$ cat config.mk
export PLATFORM = sky130hd
export DESIGN_NAME = dtq_ctrl
export DESIGN_NICKNAME = d
export VERILOG_FILES = /design/src/rtl/dtq_pkg.sv /design/src/rtl/dtq_ctrl.sv
export SDC_FILE = /design/constraint.sdc
export NUM_CORES = 1
export LEC_CHECK = 0
export BUFFER_PORTS_ARGS = -buffer_cell sky130_fd_sc_hd__buf_2
export CAP_MARGIN = 30
export CORE_AREA = 4 4 41 43
export CTS_BUF_LIST = sky130_fd_sc_hd__clkbuf_8
export CTS_CLUSTER_SIZE = 10
export DETAILED_ROUTE_END_ITERATION = 8
export DIE_AREA = 0 0 45 47
export GPL_ROUTABILITY_DRIVEN = 1
export MAX_ROUTING_LAYER = met4
export SKIP_CTS_REPAIR_TIMING = 1
export SYNTH_ARGS = -nofsm -noshare
export SYNTH_HDL_FRONTEND = slang
export SYNTH_SLANG_ARGS = --single-unit
$ cat constraint.sdc
create_clock -name clk -period 4.15 [get_ports clk]
set_input_delay 1.245 -clock clk [delete_from_list [all_inputs] [get_ports clk]]
set_output_delay 1.245 -clock clk [all_outputs]
set_load 0.02 [all_outputs]
$ cat src/rtl/dtq_pkg.sv
// Shared constants, codes and control structs for the deadline timer queue.
package dtq_pkg;

  localparam int SLOTS   = 32;
  localparam int SLOT_W  = $clog2(SLOTS);
  localparam int OWNERS  = 16;
  localparam int OWN_W   = $clog2(OWNERS);
  localparam int DEPTH_NEXT  = 16;
  localparam int DEPTH_DELAY = 16;
  localparam int MAX_OUT = 16;
  localparam int CNT_W   = 5;

  localparam logic [2:0] REQ_ADD_NEXT   = 3'd0;
  localparam logic [2:0] REQ_ADD_DELAY  = 3'd1;
  localparam logic [2:0] REQ_CANCEL_ID  = 3'd2;
  localparam logic [2:0] REQ_CANCEL_OWN = 3'd3;
  localparam logic [2:0] REQ_PROMO_NEXT = 3'd4;
  localparam logic [2:0] REQ_PROMO_DLY  = 3'd5;

  localparam logic [2:0] ST_OK       = 3'd0;
  localparam logic [2:0] ST_STOPPING = 3'd1;
  localparam logic [2:0] ST_CAPACITY = 3'd2;
  localparam logic [2:0] ST_OVERFLOW = 3'd3;
  localparam logic [2:0] ST_FULL     = 3'd4;
  localparam logic [2:0] ST_NOTFOUND = 3'd5;
  localparam logic [2:0] ST_DUE      = 3'd6;
  localparam logic [2:0] ST_NONE_DUE = 3'd7;

  localparam logic [1:0] CFG_NEXT_LIMIT  = 2'd0;
  localparam logic [1:0] CFG_DELAY_LIMIT = 2'd1;
  localparam logic [1:0] CFG_STOPPING    = 2'd2;

  typedef enum logic [1:0] {CK_RESULT, CK_SCAN, CK_DROP} chk_kind_t;
  typedef enum logic [1:0] {DK_FINAL, DK_MORE, DK_RESCAN} dec_kind_t;

  typedef struct packed {
    logic load;
    logic check;
    logic scan_init;
    logic scan_step;
    logic decide;
  } cmd_t;

  typedef struct packed {
    chk_kind_t chk;
    logic      scan_done;
    dec_kind_t dec;
  } sts_t;

endpackage

$ cat src/rtl/dtq_ctrl.sv
// Controller: sequences load, check, slot scan, decision and result hand-off.
module dtq_ctrl (
  input  logic          clk,
  input  logic          rst,
  input  logic          in_valid,
  output logic          in_ready,
  output logic          out_valid,
  input  logic          out_ready,
  output dtq_pkg::cmd_t cmd,
  input  dtq_pkg::sts_t sts
);

  typedef enum logic [2:0] {S_IDLE, S_CHECK, S_SCAN, S_DECIDE, S_OUT} state_t;

  state_t state;
  logic   more;

  assign in_ready = (state == S_IDLE);

  always_comb begin
    cmd           = '0;
    cmd.load      = (state == S_IDLE) && in_valid;
    cmd.check     = (state == S_CHECK);
    cmd.scan_step = (state == S_SCAN);
    cmd.decide    = (state == S_DECIDE);
    cmd.scan_init = ((state == S_CHECK) && (sts.chk == dtq_pkg::CK_SCAN)) ||
                    ((state == S_DECIDE) && (sts.dec == dtq_pkg::DK_RESCAN)) ||
                    ((state == S_OUT) && out_ready && more);
  end

  always_ff @(posedge clk) begin
    if (rst) begin
      state     <= S_IDLE;
      out_valid <= 1'b0;
      more      <= 1'b0;
    end else begin
      unique case (state)
        S_IDLE: if (in_valid) state <= S_CHECK;
        S_CHECK: begin
          unique case (sts.chk)
            dtq_pkg::CK_RESULT: begin
              state     <= S_OUT;
              out_valid <= 1'b1;
              more      <= 1'b0;
            end
            dtq_pkg::CK_SCAN: state <= S_SCAN;
            default: state <= S_IDLE;
          endcase
        end
        S_SCAN: if (sts.scan_done) state <= S_DECIDE;
        S_DECIDE: begin
          unique case (sts.dec)
            dtq_pkg::DK_RESCAN: state <= S_SCAN;
            dtq_pkg::DK_MORE: begin
              state     <= S_OUT;
              out_valid <= 1'b1;
              more      <= 1'b1;
            end
            default: begin
              state     <= S_OUT;
              out_valid <= 1'b1;
              more      <= 1'b0;
            end
          endcase
        end
        S_OUT: begin
          // hold the result until taken
          if (out_ready) begin
            out_valid <= 1'b0;
            state     <= more ? S_SCAN : S_IDLE;
          end
        end
        default: state <= S_IDLE;
      endcase
    end
  end

endmodule

# After elaboration in Yosys (flattened, before gate mapping)

Index checks and enable logic that the tools add are counted.

Logic and storage cells: 43
Bits in registers: 5

Equal/unequal tests: 12
Reduce and logical (&&, ||, !) cells: 14
Multiplexer cells: 14

Operators with widths:

| cell                                                            | count |
|---|---|
| 3-bit case mux with 5 select lines                              | 1 |
| 3-bit 2-to-1 mux                                                | 4 |
| 3-bit by 2-bit == test with 1-bit output, second input constant | 2 |
| 2-bit != test, second input constant                            | 3 |
| 3-bit case mux with 2 select lines                              | 1 |
| 3-bit AND reduction                                             | 2 |
| 1-bit logical AND                                               | 5 |
| 2-bit by 1-bit == test with 1-bit output, second input constant | 2 |
| 1-bit 2-to-1 mux                                                | 4 |
| 2-bit by 1-bit != test with 1-bit output, second input constant | 2 |
| 1-bit case mux with 2 select lines                              | 2 |
| 4-bit AND reduction                                             | 1 |
| 3-bit by 1-bit == test with 1-bit output, second input constant | 1 |
| 3-bit == test, second input constant                            | 1 |
| 3-bit zero test                                                 | 1 |
| 1-bit case mux with 3 select lines                              | 1 |
| 3-bit nonzero test                                              | 1 |
| 2-bit == test, second input constant                            | 1 |
| 2-bit zero test                                                 | 1 |
| 1-bit logical OR                                                | 2 |
| 2-bit 2-to-1 mux                                                | 1 |
| 2-bit nonzero test                                              | 1 |

# Longest topological paths before layout

Depth in word-level cells: 4
Mapped depth: 6
Gate-level depth less buffers: 4

# Worst setup path before layout

Ideal clock, no wire load.

Path type: input port to output port
From: input sts[4] (netlist name)
To: output cmd[2] (netlist name)
Setup slack: 1075 ps
Arrival time: 1830 ps
Buffers on the path: 0
Required time: 2905 ps
Stages on the path: 3
Cell sequence: nor4b_4 a222oi_1 inv_1

RTL lines:

| item            | RTL line       | RTL |
|---|---|---|
| start, declared | dtq_ctrl.sv:10 | `input dtq_pkg::sts_t sts` |
| end, declared   | dtq_ctrl.sv:9  | `output dtq_pkg::cmd_t cmd,` |

==> out/qor.yml <==
required_ns: 2.90
power.leakage_nw: 0.213
std_cell_rows: 13
clk_latency_ns: 0.22
utilization: 0.364
grt_pass1_vias: 317
pwr-share-comb: 0.196
routed-wl-met2_um: 381
finClkSkew_ns: 0.00125
top_layer: "met4"
worstPathCellList: "buf_2 -> and4bb_2 -> a222oi_1 -> inv_1 -> buf_2"
fin_crit_ns: 3.28
fin_nets: 66
pwr_density_cell_mw_per_mm2: 373
status: "finished clean"
finalSetupViolations: 0
grt_max_degree: 12
crit_family: "buffers and inverters"
cp-end-kind: "output pin"
cts_buffer_depth: 2
ir_drop_mv: 0.217
numPortBuffers: 15
hold_viol_final: 0
slowest_delay_ns: 0.24
grt_overflow: 0
power_frac_seq: 0.319
wl_per_cell_um: 11.0
hpwlAfterDp_um: 644
stdcell_count: 71
slew_violations: 0
mappedNetlistArea_um2: 363
via_count: 355
synth_top_area_share: 0.276
final_area_um2: 474
postSynthCellCount: 40
dieArea_mm2: 0.00212
die_x_um: 45
slew_headroom: 0.765
m1WireLength_um: 320
path_buf_inv: 3
ys.flop_type: "dfxtp_1"
fin_ws_ns: 0.875
synth_edf_count: 0
antenna_found_initial: 0
switching_power_w: 0.0000470
drc: 0
pre_cts_ws_ns: 0.861
clock-root-buffer: "clkbuf_8"
firstDrtPassIters: 4
tightest_slew_ns: 0.352
synth_cell_types: 24
sw_frac_of_total: 0.266
dp_cells: 67
dr_wl_met3_um: 65
drive_above_1_share: 0.411
critPathLaunchType: "input pin"
arrival_ns: 2.03
via_per_inst: 5.00
yosys_warnings: 0
finalSetupTns_ns: 0
start_util: 0.279
critPathMostFrequentCell: "buf_2"
synth_area_per_cell_um2: 9.07
die-height_um: 47
diodes: 0
first_iter_violations: 4
hold_class: "reg -> reg"
gp_congestion: 0.719
cts_tree: "done"
maxCapViolCount: 0
criticalPathCategory: "in -> out"
routed_wl_um: 784
synthTopCellsByCount: "dfxtp_1 (5), nor2_1 (5), inv_1 (4)"
clkPwrFrac: 0.485
drtAntennaViolNets: 0
fin_crit_sh: 0.789
timing.fmax_ghz: 0.305
clock_sinks: 5
cts_inserted_buffers: 3
syn2layout_area_growth_pct: 30.7
path_max_fanout: 3
grt_usage: 0.0931
synthesis.nets: 49
ys_ff_latch: 5
yosys.area.top_type: "dfxtp_1"
cts-htree-levels: 1
coreArea_mm2: 0.00130
fillCellCount: 153
ioPinCount: 16
place_area_um2: 429
ys_seq_area_frac: 0.276
path_clk_slew_ns: 0.03
intPower_w: 0.000130
async_reset_ff_frac: 0
synth.area.top_cells: "dfxtp_1 (28%), nor4b_4 (6.6%), buf_6 (6.2%), nor2_1 (5.2%), a221oi_2 (4.1%)"
rsz0062_at_grt: "false"
grt_pass1_wl_um: 1300
slowest_stage: "and4bb_2"
[tightest hold or removal path: stages, from the launching register on]
cell	delay (ns)
dfxtp_1	0.30
inv_1	0.06
a211oi_2	0.05
[state kept, by name (all words and copies together), names as in the netlist]
register	cells
out_valid	1
state	3
more	1
[layout by cell type, fill, tap and decap left out]
| master | n |
|---|---|
| a32oi_1 | 1 |
| and4bb_2 | 1 |
| nand3b_1 | 1 |
| o31ai_1 | 2 |
| nand2_1 | 2 |
| inv_1 | 5 |
| clkbuf_8 | 3 |
| nor4b_4 | 1 |
| a21oi_1 | 2 |
| or4b_1 | 1 |
| dfxtp_1 | 5 |
| a22oi_2 | 1 |
| nor4_1 | 1 |
| nor3_1 | 1 |
| a222oi_1 | 1 |
| and3b_1 | 1 |
| a221oi_2 | 1 |
| nor3b_1 | 1 |
| mux2i_1 | 1 |
| nand2b_1 | 2 |
| a211oi_2 | 1 |
| buf_2 | 15 |
| nor2_1 | 5 |
| and2_1 | 1 |
[final timing paths]
kind,slack [ns],cells past startpoint,startpoint,to
max,0.87,5,out_ready,cmd[2]
min,0.47,2,out_valid,out_valid
max reg2reg,2.81,4,state[0],more
min reg2reg,0.47,2,out_valid,out_valid
[power groups by stage]
stage	combinational, W	sequential, W	clock, W
floorplan	0.0000262	0.0000538	0
global placement	0.0000343	0.0000568	0
detailed placement	0.0000351	0.0000569	0
CTS	0.0000351	0.0000563	0.0000891
global route	0.0000376	0.0000569	0.0000922
finish	0.0000346	0.0000563	0.0000858
[per-stage QoR]
stage	power [W]	hold WS, ns
after floorplan	0.0000800	0.477
after global placement	0.0000911	0.455
after detailed placement	0.0000920	0.458
after CTS	0.000180	0.472
after global routing	0.000187	0.503
final	0.000177	0.465
[final cells by class]
cell class	instances	area [um2]	area share
multi-input combinational	28	220	0.464
tap	15	18.8	0.0396
sequential	5	100	0.211
inverter	4	15.0	0.0317
timing repair buffer	15	75.1	0.158
clock buffer	3	41.3	0.0871
clock inverter	1	3.75	0.00792
[per-layer routing]
| metal | vias up | GRT usage |
|---|---|---|
| li1 | 180 | - |
| met3 | 4 | 0.0498 |
| met5 | - | - |
| met4 | 0 | 0.0702 |
| met2 | 10 | 0.136 |
| met1 | 161 | 0.0936 |
[logic make-up after synthesis]
logic type      synth area share
compound gates             0.231
buf+inv                    0.117
simple gates               0.348
flops                      0.276
mux                       0.0276
No activity file was read; power rests on OpenSTA's default activity.
